### src/design/bfd_pkg.sv
// bfd_pkg: shared types and constants for the preamble framed deframer
// holds the phase enum, result kind codes and preamble constants
// no dependencies
package bfd_pkg;

    typedef enum logic [1:0] {
        PH_HUNT    = 2'd0,
        PH_HEADER  = 2'd1,
        PH_PAYLOAD = 2'd2,
        PH_CHECK   = 2'd3
    } phase_t;

    typedef enum logic [1:0] {
        KIND_PAYLOAD  = 2'd0,
        KIND_SUM_OK   = 2'd1,
        KIND_SUM_BAD  = 2'd2,
        KIND_BAD_LEN  = 2'd3
    } kind_t;

    typedef struct packed {
        logic [31:0] data_word;
        logic [15:0] word_index;
        logic [15:0] msg_code;
    } out_data_t;

    // bytes per frame word
    localparam int WORD_BYTES = 4;

    // "GEOSr3PS", first byte in the top byte
    localparam logic [63:0] PREAMBLE = 64'h4745_4F53_7233_5053;
    // xor of the two little-endian preamble words
    localparam logic [31:0] PREAMBLE_XOR = 32'h534F_4547 ^ 32'h5350_3372;

    localparam logic [15:0] MAX_WORDS_RESET = 16'd253;

    localparam logic       ADDR_MAX_WORDS = 1'b0;

endpackage

### src/design/binary_frame_deframer_xor32_top.sv
// Byte stream deframer: hunts for the exact preamble "GEOSr3PS", then assembles
// little-endian 32-bit words (header, payload, checksum) and reports each
// payload word and one status beat per frame. One input beat is taken per
// cycle: each beat is held in an input register until the result register can
// take its outcome, and is processed by a single pass of shift, xor and counter
// logic into the result register, so throughput is one byte per clock while
// the result side keeps up; a stalled result holds the input register.
// The payload limit register lies at byte address 0 of the APB port.
// depends on bfd_pkg
module binary_frame_deframer_xor32_top (
    input  logic        clk,
    input  logic        rst_n,
    // stream in
    input  logic        s_tvalid,
    output logic        s_tready,
    input  logic [7:0]  s_tdata,    // rx_byte
    // stream out
    output logic        m_tvalid,
    input  logic        m_tready,
    output logic [63:0] m_tdata,    // msg_code[15:0], word_index[31:16], data_word[63:32]
    output logic [1:0]  m_tuser,    // out_kind
    output logic        m_tlast,    // last
    // config
    input  logic        psel,
    input  logic        penable,
    input  logic        pwrite,
    input  logic [2:0]  paddr,
    input  logic [31:0] pwdata,
    output logic [31:0] prdata,
    output logic        pready
);

    localparam int BIW_W = $clog2(bfd_pkg::WORD_BYTES);
    localparam logic [BIW_W-1:0] BIW_LAST = BIW_W'(bfd_pkg::WORD_BYTES - 1);

    logic [15:0] max_words_reg;

    logic        in_valid_reg;
    logic [7:0]  in_byte_reg;

    logic                 out_valid_reg, out_valid_next;
    bfd_pkg::out_data_t   out_data_reg, out_data_next;
    bfd_pkg::kind_t       out_kind_reg, out_kind_next;
    logic                 out_last_reg, out_last_next;

    logic [63:0]          shift_reg, shift_next;
    bfd_pkg::phase_t      phase_reg, phase_next;
    logic [BIW_W-1:0]     biw_reg, biw_next;
    logic [31:0]          asm_reg, asm_next;
    logic [31:0]          xor_reg, xor_next;
    logic [15:0]          ftype_reg, ftype_next;
    logic [15:0]          flen_reg, flen_next;
    logic [15:0]          wcnt_reg, wcnt_next;

    logic        advance;
    logic        emit;
    logic [31:0] word;
    logic [15:0] wcnt_inc;

    // config port
    assign pready = 1'b1;
    assign prdata = {16'd0, max_words_reg};

    always_ff @(posedge clk or negedge rst_n)
    begin
        if (!rst_n)
        begin
            max_words_reg <= bfd_pkg::MAX_WORDS_RESET;
        end
        else if (psel && penable && pwrite && paddr[2] == bfd_pkg::ADDR_MAX_WORDS)
        begin
            max_words_reg <= pwdata[15:0];
        end
    end

    // handshakes
    assign advance  = in_valid_reg && (!out_valid_reg || m_tready);
    assign s_tready = !in_valid_reg || advance;

    always_ff @(posedge clk or negedge rst_n)
    begin
        if (!rst_n)
        begin
            in_valid_reg <= 1'b0;
        end
        else if (s_tready)
        begin
            in_valid_reg <= s_tvalid;
        end
    end

    always_ff @(posedge clk)
    begin
        if (s_tready && s_tvalid)
        begin
            in_byte_reg <= s_tdata;
        end
    end

    // word as completed by the current byte
    always_comb
    begin
        word = asm_reg;
        word[31:24] = in_byte_reg;
    end

    assign wcnt_inc = wcnt_reg + 16'd1;

    always_comb
    begin
        shift_next    = shift_reg;
        phase_next    = phase_reg;
        biw_next      = biw_reg;
        asm_next      = asm_reg;
        xor_next      = xor_reg;
        ftype_next    = ftype_reg;
        flen_next     = flen_reg;
        wcnt_next     = wcnt_reg;
        emit          = 1'b0;
        out_kind_next = out_kind_reg;
        out_data_next = out_data_reg;
        out_last_next = out_last_reg;

        if (phase_reg == bfd_pkg::PH_HUNT)
        begin
            shift_next = {shift_reg[55:0], in_byte_reg};
            if (shift_next == bfd_pkg::PREAMBLE)
            begin
                phase_next = bfd_pkg::PH_HEADER;
                xor_next   = bfd_pkg::PREAMBLE_XOR;
                biw_next   = '0;
                asm_next   = '0;
                wcnt_next  = '0;
            end
        end
        else if (biw_reg != BIW_LAST)
        begin
            asm_next[{biw_reg, 3'b000} +: 8] = in_byte_reg;
            biw_next = biw_reg + BIW_W'(1);
        end
        else
        begin
            biw_next = '0;
            asm_next = '0;
            case (phase_reg)
                bfd_pkg::PH_HEADER:
                begin
                    ftype_next = word[15:0];
                    flen_next  = word[31:16];
                    if (word[31:16] == 16'd0 || word[31:16] > max_words_reg)
                    begin
                        emit          = 1'b1;
                        out_kind_next = bfd_pkg::KIND_BAD_LEN;
                        out_data_next = '{data_word: word, word_index: word[31:16],
                                          msg_code: word[15:0]};
                        out_last_next = 1'b1;
                        phase_next    = bfd_pkg::PH_HUNT;
                        shift_next    = '0;
                    end
                    else
                    begin
                        xor_next   = xor_reg ^ word;
                        wcnt_next  = '0;
                        phase_next = bfd_pkg::PH_PAYLOAD;
                    end
                end
                bfd_pkg::PH_PAYLOAD:
                begin
                    xor_next      = xor_reg ^ word;
                    emit          = 1'b1;
                    out_kind_next = bfd_pkg::KIND_PAYLOAD;
                    out_data_next = '{data_word: word, word_index: wcnt_reg,
                                      msg_code: ftype_reg};
                    out_last_next = 1'b0;
                    wcnt_next     = wcnt_inc;
                    if (wcnt_inc == flen_reg)
                    begin
                        phase_next = bfd_pkg::PH_CHECK;
                    end
                end
                default:
                begin
                    emit          = 1'b1;
                    out_kind_next = (xor_reg == word) ? bfd_pkg::KIND_SUM_OK
                                                      : bfd_pkg::KIND_SUM_BAD;
                    out_data_next = '{data_word: word, word_index: flen_reg,
                                      msg_code: ftype_reg};
                    out_last_next = 1'b1;
                    phase_next    = bfd_pkg::PH_HUNT;
                    shift_next    = '0;
                end
            endcase
        end
    end

    always_comb
    begin
        if (advance)
        begin
            out_valid_next = emit;
        end
        else if (m_tready)
        begin
            out_valid_next = 1'b0;
        end
        else
        begin
            out_valid_next = out_valid_reg;
        end
    end

    always_ff @(posedge clk or negedge rst_n)
    begin
        if (!rst_n)
        begin
            out_valid_reg <= 1'b0;
            shift_reg     <= '0;
            phase_reg     <= bfd_pkg::PH_HUNT;
            biw_reg       <= '0;
            asm_reg       <= '0;
            xor_reg       <= '0;
            ftype_reg     <= '0;
            flen_reg      <= '0;
            wcnt_reg      <= '0;
        end
        else
        begin
            out_valid_reg <= out_valid_next;
            if (advance)
            begin
                shift_reg <= shift_next;
                phase_reg <= phase_next;
                biw_reg   <= biw_next;
                asm_reg   <= asm_next;
                xor_reg   <= xor_next;
                ftype_reg <= ftype_next;
                flen_reg  <= flen_next;
                wcnt_reg  <= wcnt_next;
            end
        end
    end

    always_ff @(posedge clk)
    begin
        if (advance && emit)
        begin
            out_kind_reg <= out_kind_next;
            out_data_reg <= out_data_next;
            out_last_reg <= out_last_next;
        end
    end

    assign m_tvalid = out_valid_reg;
    assign m_tdata  = out_data_reg;
    assign m_tuser  = out_kind_reg;
    assign m_tlast  = out_last_reg;

endmodule
### config.mk
export PLATFORM = sky130hd
export DESIGN_NAME = binary_frame_deframer_xor32_top
export DESIGN_NICKNAME = d
export VERILOG_FILES = /design/src/design/bfd_pkg.sv /design/src/design/binary_frame_deframer_xor32_top.sv
export SDC_FILE = /design/constraint.sdc
export NUM_CORES = 1
export LEC_CHECK = 0
export BUFFER_PORTS_ARGS = -buffer_cell sky130_fd_sc_hd__buf_4
export CAP_MARGIN = 20
export CELL_PAD_IN_SITES_DETAIL_PLACEMENT = 1
export CELL_PAD_IN_SITES_GLOBAL_PLACEMENT = 2
export CORE_MARGIN = 2
export CORE_UTILIZATION = 36
export CTS_BUF_LIST = sky130_fd_sc_hd__clkbuf_8
export DETAILED_ROUTE_END_ITERATION = 10
export GPL_ROUTABILITY_DRIVEN = 1
export GPL_TIMING_DRIVEN = 0
export PLACE_DENSITY_LB_ADDON = 0.1
export SLEW_MARGIN = 40
export SYNTH_ARGS = -nofsm -noshare
export SYNTH_HDL_FRONTEND = slang
export SYNTH_SLANG_ARGS = --single-unit
### constraint.sdc
create_clock -name clk -period 4.4 [get_ports clk]
set_input_delay 0.88 -clock clk [delete_from_list [all_inputs] [get_ports clk]]
set_output_delay 0.88 -clock clk [all_outputs]
set_load 0.02 [all_outputs]
==> results of run 1 <==
per-layer routing:
layer	GRT usage [%]	vias to the layer above
met5	0	-
met4	4.609	0
met2	33.42	183
li1	-	4197
met3	3.818	44
met1	29.60	4609
worst max-delay path: cells and delay by family, from the launching register on:
kind	cells	cell delay, ns
flip-flops	1	0.68
AND/OR/NAND/NOR	2	0.50
buffers and inverters	1	0.50
adder cells (fa/ha/maj)	1	0.35
AO/OA/AOI/OAI	5	1.37
final cells by class:
cell class,instances,area (um2)
inverters,27,101.3
repair buffers,124,1026
flip-flops and latches,257,6815
plain buffers,88,425.4
diodes,1,2.502
clock inverters,35,151.4
clock buffers,49,674.4
multi-input cells,681,4737
well taps,442,553.0
fillers,3641,18220
worst max-delay path by stage:
stage | from | end | slack (ns) | depth (start not counted)
2_1_floorplan | m_tready | m_tdata[0]$_DFFE_PP_ | 0.58 | 6
3_3_place_gp | m_tready | m_tdata[14]$_DFFE_PP_ | -1.15 | 7
3_5_place_dp | asm_reg[17]$_DFFE_PN0P_ | xor_reg[16]$_DFFE_PN0P_ | 0.65 | 9
4_1_cts | asm_reg[17]$_DFFE_PN0P_ | xor_reg[16]$_DFFE_PN0P_ | 0.62 | 9
5_1_grt | asm_reg[17]$_DFFE_PN0P_ | xor_reg[16]$_DFFE_PN0P_ | 0.69 | 9
6_report | asm_reg[17]$_DFFE_PN0P_ | xor_reg[16]$_DFFE_PN0P_ | 0.92 | 9
synthesized netlist by cell type (15+ instances only):
cell	n
xnor2_1	15
o211ai_1	22
nand2_1	91
buf_2	15
clkbuf_1	49
ha_1	25
nor2b_1	22
a22oi_1	17
mux2_2	49
nand3_1	34
inv_1	27
a22o_1	73
buf_4	19
xor2_1	27
a21oi_1	36
nor2_1	40
dfrtp_1	175
nand4_1	15
edfxtp_1	75
o21ai_0	43
per-stage QoR:
step	hold slack, ns	instances	setup TNS [ns]	area [um2]
floorplan	0.4523	1053	0	12050
global placement	0.4771	1611	-76.12	13480
detailed placement	0.4887	1619	0	13650
CTS	0.1625	1703	0	14480
global route	0.1546	1703	0	14480
finish	0.1783	1704	0	14490
power groups by stage:
stage | Sequential [mW] | Combinational (mW) | Clock [mW]
finish | 3.21 | 1.63 | 2.03
global route | 3.26 | 1.78 | 2.22
CTS | 3.21 | 1.64 | 2.10
detailed placement | 3.26 | 1.64 | 0
global placement | 3.25 | 1.56 | 0
floorplan | 3.29 | 0.851 | 0
cells by family after synthesis:
logic type	after synthesis	synth area share, %
compound gates	258	15.55
xor+xnor	42	3.067
fa+ha+maj	25	2.608
buf+inv	115	4.350
flops	257	56.82
mux	56	5.185
other cells	2	0.06261
simple gates	283	12.35
==> results.cfg, run 1 <==
[worst_setup_path]
end_kind = register
critPathSlowestCell = dfrtp_1
rr_startpoint = asm_reg[17]$_DFFE_PN0P_
r2r_end = xor_reg[16]$_DFFE_PN0P_
max_stage_delay_ns = 0.68
ff2ff_path_depth = 9
arrival_ns = 3.96
cp_data_required_time_ns = 4.88
critPathLaunchType = register
path_cells = ha_1, nor2b_1, o211ai_1, a21oi_1, o31ai_2, a31o_2, clkbuf_1, nand2_1, a31oi_1
path_class = reg -> reg
critical_path_peak_fanout = 10
regToRegSetupSlack_ns = 0.92

[power]
seq_power_share_pct = 46.7
switching_power_mw = 2.335
leakage_nw = 6.342
powerDensity_mw_per_mm2 = 474.3
p_int_mw = 4.536
p_sw_share_pct = 33.98
power.total_mw = 6.871
pwr-share-clk_pct = 29.6
ir_drop_mv = 0.2846
combPwrFrac_pct = 23.7

[synth]
ys_seq_area_share_pct = 56.82
synth_ff_type = dfrtp_1
synth-seq-cells = 257
synth_edf_count = 75
synth_top_area_share_pct = 36.51
async_reset_ff_share_pct = 70.82
synth_cell_type_count = 59
yosys_warnings = 0
yosys.area.top_type = dfrtp_1
postSynthAreaPerCell_um2 = 11.55
synthTopCellsByArea = dfrtp_1, edfxtp_1, a22o_1
synthCells = 1038
synthesis.area_mm2 = 0.01199

[clock_network]
htree_num_levels = 2
cts_buffer_depth = 3
clock_latency_ns = 0.57
ctsResizeCount = 0
cts_root_buffer = clkbuf_8
holdBufCountCts = 0
clock-sinks = 257
postCtsSetupRepairBufs = 0
cts_tree = built
path_clk_slew_ns = 0.06
cts-buffers-inserted = 45

[global_route]
grt_max_degree = 67
antenna_found_initial = 0
grtUsageTotal_pct = 20.87
grt_pass1_wl_um = 56500
grt_pass1_vias = 9255
grt_overflow = 0

[run]
cap_violations = 0

[layout]
area_delta_synth_final_pct = 20.78
layout-drive-gt1-share_pct = 23.08
fin_nets = 1299
fin_util_pct = 44.30
largest_reg_flops = 64
final_cell_mix = dfrtp_1, buf_4, nand2_1
final_common_cell = dfrtp_1

[drt]
dr.pass1.iters = 4
via_per_inst = 5.301
ant_nets = 0
routed.top_layer = met4
drt_iter0_markers = 413
dr_wl_met3_um = 1610
drcViolationCount = 0
wl_met2_um = 16800
wl_um = 36330
drt-met1-wl_um = 17340
routedWlPerCell_um = 21.32
vias = 9033

[sta]
fmax_mhz = 287.6
worst_slack_ns = 0.9224
final-setup-viol-count = 0
tightestPinTransition_ns = 0.8576
period_minus_slack_ns = 3.478
hold_violations = 0
slew_violations = 0
finClkSkew_ns = 0.01570
period_share_pct = 79.04
grt_setup_unrepaired = no
maxSlewHeadroom_pct = 42.83

[die]
dieArea_mm2 = 0.03479
die_h_um = 186.5
dieWidth_um = 186.5
row_count = 66
io_pins = 152
core_mm2 = 0.03270
start_util_pct = 36.68

[place]
place_congestion = 0.8234
port_buffers = 116
post-place-ws_ns = 0.6457
hpwl_um = 25590

[min_path]
hp-class = in -> async

[run_status]
status = finished, final reports clean
(Power assumes the default switching activity.)
==> inputs of run 2 (changes only) <==
==> constraint.sdc (replaced) <==
create_clock -name clk -period 3 [get_ports clk]
set_input_delay 0.6 -clock clk [delete_from_list [all_inputs] [get_ports clk]]
set_output_delay 0.6 -clock clk [all_outputs]
set_load 0.02 [all_outputs]
==> run 2 against run 1 <==
Against the previous run: register-to-register slack worse by 0.77 ns; clock skew rose by 0.0033 ns; combinational power grew 52%; first-iteration DRC count shrank 0.48%.
==> results.cfg, run 2 (synthesized netlist as in run 1, its figures left out) <==
[drt]
routedWlPerCell_um = 21.69
drt_iter0_markers = 411
via_per_inst = 5.381
dr.pass1.iters = 4
wl_um = 37090
drcViolationCount = 0
vias = 9202
ant_nets = 0

[die]
io_pins = 152
start_util_pct = 36.68
dieWidth_um = 186.5
row_count = 66
dieArea_mm2 = 0.03479
die_h_um = 186.5
core_mm2 = 0.03270

[layout]
final_cell_mix = dfrtp_1, buf_4, nand2_1
fin_nets = 1305
num_antenna_cells = 0
layout-drive-gt1-share_pct = 26.50
final_common_cell = dfrtp_1
largest_reg_flops = 64
fin_util_pct = 45.18
area_delta_synth_final_pct = 23.17

[global_route]
grt_overflow = 0
grt_pass1_vias = 9585
grt_max_degree = 61
grt_pass1_wl_um = 58350
antenna_found_initial = 0
grtUsageTotal_pct = 21.58

[clock_network]
cts_tree = built
path_clk_slew_ns = 0.06
cts-buffers-inserted = 46
cts_buffer_depth = 3
clock-sinks = 257
clock_latency_ns = 0.58
cts_root_buffer = clkbuf_8
htree_num_levels = 2

[place]
port_buffers = 116
hpwl_um = 26200
place_congestion = 0.8264

[sta]
final-setup-viol-count = 0
fmax_mhz = 351.7
maxSlewHeadroom_pct = 49.38
period_minus_slack_ns = 2.843
tightestPinTransition_ns = 0.7593
grt_setup_unrepaired = no
slew_violations = 0
finalSetupTns_ns = 0
finClkSkew_ns = 0.01900
whs_ns = 0.1988
hold_violations = 0
period_share_pct = 94.77

[worst_setup_path]
critical_path_peak_fanout = 7
cp_data_required_time_ns = 3.45
critPathLaunchType = register
arrival_ns = 3.30
critPathTopFamily = simple AND/OR/NAND/NOR gates
path_cells = ha_2, nand2_1, or4_1, mux2_2, o221ai_1, nor4_4, nand3_1, o2bb2ai_1
max_stage_delay_ns = 0.66
worst-path-buf-inv = 0
end_kind = register
critPathSlowestCell = or4_1
regToRegSetupSlack_ns = 0.16
path_class = reg -> reg

[power]
leakage_nw = 6.464
ir_drop_mv = 0.4078
power.total_mw = 10.52
powerDensity_mw_per_mm2 = 712.0

[min_path]
hp-class = in -> reg

[run]
cap_violations = 0

[run_status]
status = finished, final reports clean
==> run 2: power breakdown <==
part	switching (mW)	internal (mW)
logic	1.47	1.00
registers	0.537	4.18
clock network	1.51	1.81
total	3.52	7.00
==> run 2: metrics by stage <==
step | instances | instance area (um2) | setup slack (ns)
2_1_floorplan | 1053 | 12060 | 0.03290
3_3_place_gp | 1611 | 13480 | -1.044
3_5_place_dp | 1621 | 13680 | -0.7549
4_1_cts | 1710 | 14720 | 0.0004745
5_1_grt | 1710 | 14770 | 0.009636
6_report | 1710 | 14770 | 0.1570
==> run 2: final timing paths <==
check,startpoint,endpoint,cells past startpoint
worst max-delay path,wcnt_reg[1]$_DFFE_PN0P_,phase_reg[1]$_DFFE_PN0P_,8
worst min-delay path,s_tdata[7],in_byte_reg[7]$_DFFE_PP_,1
worst max register to register,wcnt_reg[1]$_DFFE_PN0P_,phase_reg[1]$_DFFE_PN0P_,8
worst min register to register,xor_reg[31]$_DFFE_PN0P_,xor_reg[31]$_DFFE_PN0P_,1
max in group asynchronous,rst_n,ftype_reg[12]$_DFFE_PN0P_,4
min in group asynchronous,rst_n,max_words_reg[1]$_DFFE_PN0P_,2
==> run 2: timing repair <==
item                                    4_1_cts  5_1_grt
endpoints found under the setup margin      199      182
pin swaps                                     1        3
endpoints found under the hold margin        21        0
buffers inserted                              2        0
gates resized for setup                      22       38
hold buffers                                  1        0
==> run 2: worst reg2reg max path, stage by stage (launching register included) <==
cell and delay, ns:
dfrtp_1 0.45, ha_2 0.32, nand2_1 0.16, or4_1 0.66, mux2_2 0.29, o221ai_1 0.16
nor4_4 0.42, nand3_1 0.12, o2bb2ai_1 0.14
==> run 2: routing by layer <==
metal	part of all wire (%)	wire length [um]	up-vias	GRT usage, %
li1	-	-	4230	-
met1	46	17130	4716	30.42
met2	47	17350	204	34.62
met3	4.9	1834	52	3.442
met4	2.1	780	0	5.952
met5	0	0	-	0
==> run 2: area by class of cell <==
class	instances	area (um2)
Fill cell	3613	17930
Sequential cell	257	6823
Multi-Input combinational cell	681	4818
Timing Repair Buffer	129	1080
Clock buffer	57	784.5
Tap cell	442	553.0
Buffer	88	457.9
Clock inverter	29	155.1
Inverter	27	101.3
==> inputs of run 3 (changes only) <==
--- a/config.mk
+++ b/config.mk
@@ -9,6 +9,7 @@
 export CAP_MARGIN = 20
 export CELL_PAD_IN_SITES_DETAIL_PLACEMENT = 1
 export CELL_PAD_IN_SITES_GLOBAL_PLACEMENT = 2
+export CORE_ASPECT_RATIO = 0.7
 export CORE_MARGIN = 2
 export CORE_UTILIZATION = 36
 export CTS_BUF_LIST = sky130_fd_sc_hd__clkbuf_8
==> run 3 against run 2 <==
Against the previous run: combinational power barely moved; largest cell class unchanged; non-clock buffer count shrank 2; clock-buffer cell count decreased by 10; largest power group unchanged; wire length up 2.6%; highest routed layer unchanged; final area fell by 1.2%; via count about the same; fmax is 3.4% lower; critical path depth increased by 2; flip-flop and latch count is the same.
==> results.cfg, run 3 (synthesized netlist as in run 1, its figures left out) <==
[run_status]
status = finished, final reports clean

[sta]
grt_setup_unrepaired = yes
hold_violations = 0
finalSetupTns_ns = 0
slew_violations = 0
finClkSkew_ns = 0.03216
maxSlewHeadroom_pct = 47.16
fmax_mhz = 339.8
final-setup-viol-count = 0
whs_ns = 0.2065
period_minus_slack_ns = 2.943
period_share_pct = 98.10
tightestPinTransition_ns = 0.7926

[drt]
drt_iter0_markers = 642
wl_um = 38070
ant_nets = 0
routedWlPerCell_um = 22.61
drcViolationCount = 0
dr.pass1.iters = 4
vias = 9207
via_per_inst = 5.467

[layout]
final_cell_mix = dfrtp_1, buf_4, nand2_1
largest_reg_flops = 64
fin_nets = 1301
layout-drive-gt1-share_pct = 25.62
num_antenna_cells = 0
final_common_cell = dfrtp_1
fillers = 3540
area_delta_synth_final_pct = 21.64
stdcell_count = 1684
fin_util_pct = 44.82

[die]
core_mm2 = 0.03255
start_util_pct = 36.85
dieArea_mm2 = 0.03482
io_pins = 152
row_count = 55
die_h_um = 156.7
dieWidth_um = 222.2

[clock_network]
cts-buffers-inserted = 44
htree_num_levels = 2
clock-sinks = 257
cts_buffer_depth = 3
cts_root_buffer = clkbuf_8
clock_latency_ns = 0.58
cts_tree = built
path_clk_slew_ns = 0.07

[power]
powerDensity_mw_per_mm2 = 698.5
power.total_mw = 10.19
leakage_nw = 6.388
ir_drop_mv = 0.2787

[min_path]
hp-class = in -> reg
min_from = s_tdata[0]
min_delay_worst_endpoint = in_byte_reg[0]$_DFFE_PP_
min_path_cells = 1

[worst_setup_path]
cp_data_required_time_ns = 3.49
ff2ff_path_depth = 10
critPathSlowestCell = dfrtp_2
regToRegSetupSlack_ns = 0.06
critPathLaunchType = register
max_stage_delay_ns = 0.58
path_class = reg -> reg
r2r_end = shift_reg[23]$_DFFE_PN0P_
rr_startpoint = asm_reg[17]$_DFFE_PN0P_
arrival_ns = 3.44
critical_path_peak_fanout = 10
end_kind = register
path_cells = ha_1, nor2b_1, o211ai_1, a21oi_1, o31ai_4, a31oi_1, o21ai_0, clkbuf_4, buf_2, a22o_1

[global_route]
grtUsageTotal_pct = 22.14
grt_max_degree = 65
antenna_found_initial = 1
grt_pass1_vias = 9417
grt_overflow = 0
grt_pass1_wl_um = 58560

[place]
place_congestion = 0.8195
hpwl_um = 26790
dp.cells = 1603
port_buffers = 116

[run]
cap_violations = 0
[run 3: cell type report]
cell class / instances / area (um2) / area share [%]
Sequential cell: 257 / 6824 / 46.78
Multi-Input combinational cell: 681 / 4817 / 33.02
Timing Repair Buffer: 128 / 1064 / 7.290
Clock buffer: 47 / 646.9 / 4.434
Tap cell: 427 / 534.3 / 3.662
Buffer: 87 / 451.7 / 3.096
Clock inverter: 30 / 150.1 / 1.029
Inverter: 27 / 101.3 / 0.6947
[run 3: how the worst max path moves through the flow]
stage | to | slack, ns | cells after the start | from
after floorplan | m_tdata[0]$_DFFE_PP_ | 0.03 | 8 | max_words_reg[5]$_DFFE_PN1P_
after global placement | m_tdata[33]$_DFFE_PP_ | -1.13 | 5 | in_byte_reg[5]$_DFFE_PP_
after detailed placement | xor_reg[16]$_DFFE_PN0P_ | -0.49 | 9 | asm_reg[17]$_DFFE_PN0P_
after CTS | ftype_reg[9]$_DFFE_PN0P_ | -0.03 | 6 | biw_reg[0]$_DFFE_PN0P_
after global routing | shift_reg[19]$_DFFE_PN0P_ | -0.08 | 8 | in_byte_reg[1]$_DFFE_PP_
final | shift_reg[23]$_DFFE_PN0P_ | 0.06 | 10 | asm_reg[17]$_DFFE_PN0P_
[run 3: repair_timing]
| item | in CTS | in global routing |
|---|---|---|
| setup buffers | 3 | 1 |
| hold endpoints to repair | 53 | 0 |
| hold buffers | 1 | 0 |
| pin swaps | 2 | 2 |
| endpoints found under the setup margin | 198 | 197 |
| resized for setup | 24 | 22 |
[run 3: metrics by stage]
stage / setup slack, ns / instance area (um2)
after detailed placement: -0.4900 / 13640
after global placement: -1.129 / 13460
after global routing: -0.07954 / 14590
after CTS: -0.03155 / 14530
final: 0.05703 / 14590
after floorplan: 0.03290 / 12060
[run 3: layer usage]
| metal | track usage, % | vias to the layer above | share of wire, % |
|---|---|---|---|
| met1 | 33.79 | 4660 | 51 |
| li1 | - | 4216 | - |
| met2 | 31.35 | 287 | 41 |
| met4 | 5.534 | 0 | 1.6 |
| met5 | 0 | - | 0 |
| met3 | 5.032 | 44 | 7.0 |
[run 3: critical path, delay by kind of cell (launching register included)]
kind,cells,cell delay (ns)
AOI/OAI and AO/OA,6,1.30
adders and majority gates,1,0.31
buffers and inverters,2,0.53
DFF,1,0.58
and+or+nand+nor,1,0.13
[run 3: power breakdown]
group          total (mW)  internal [mW]  switching (mW)
logic                2.48           1.00            1.48
registers            4.71           4.18           0.522
clock network        3.01           1.53            1.48
total                10.2           6.71            3.48
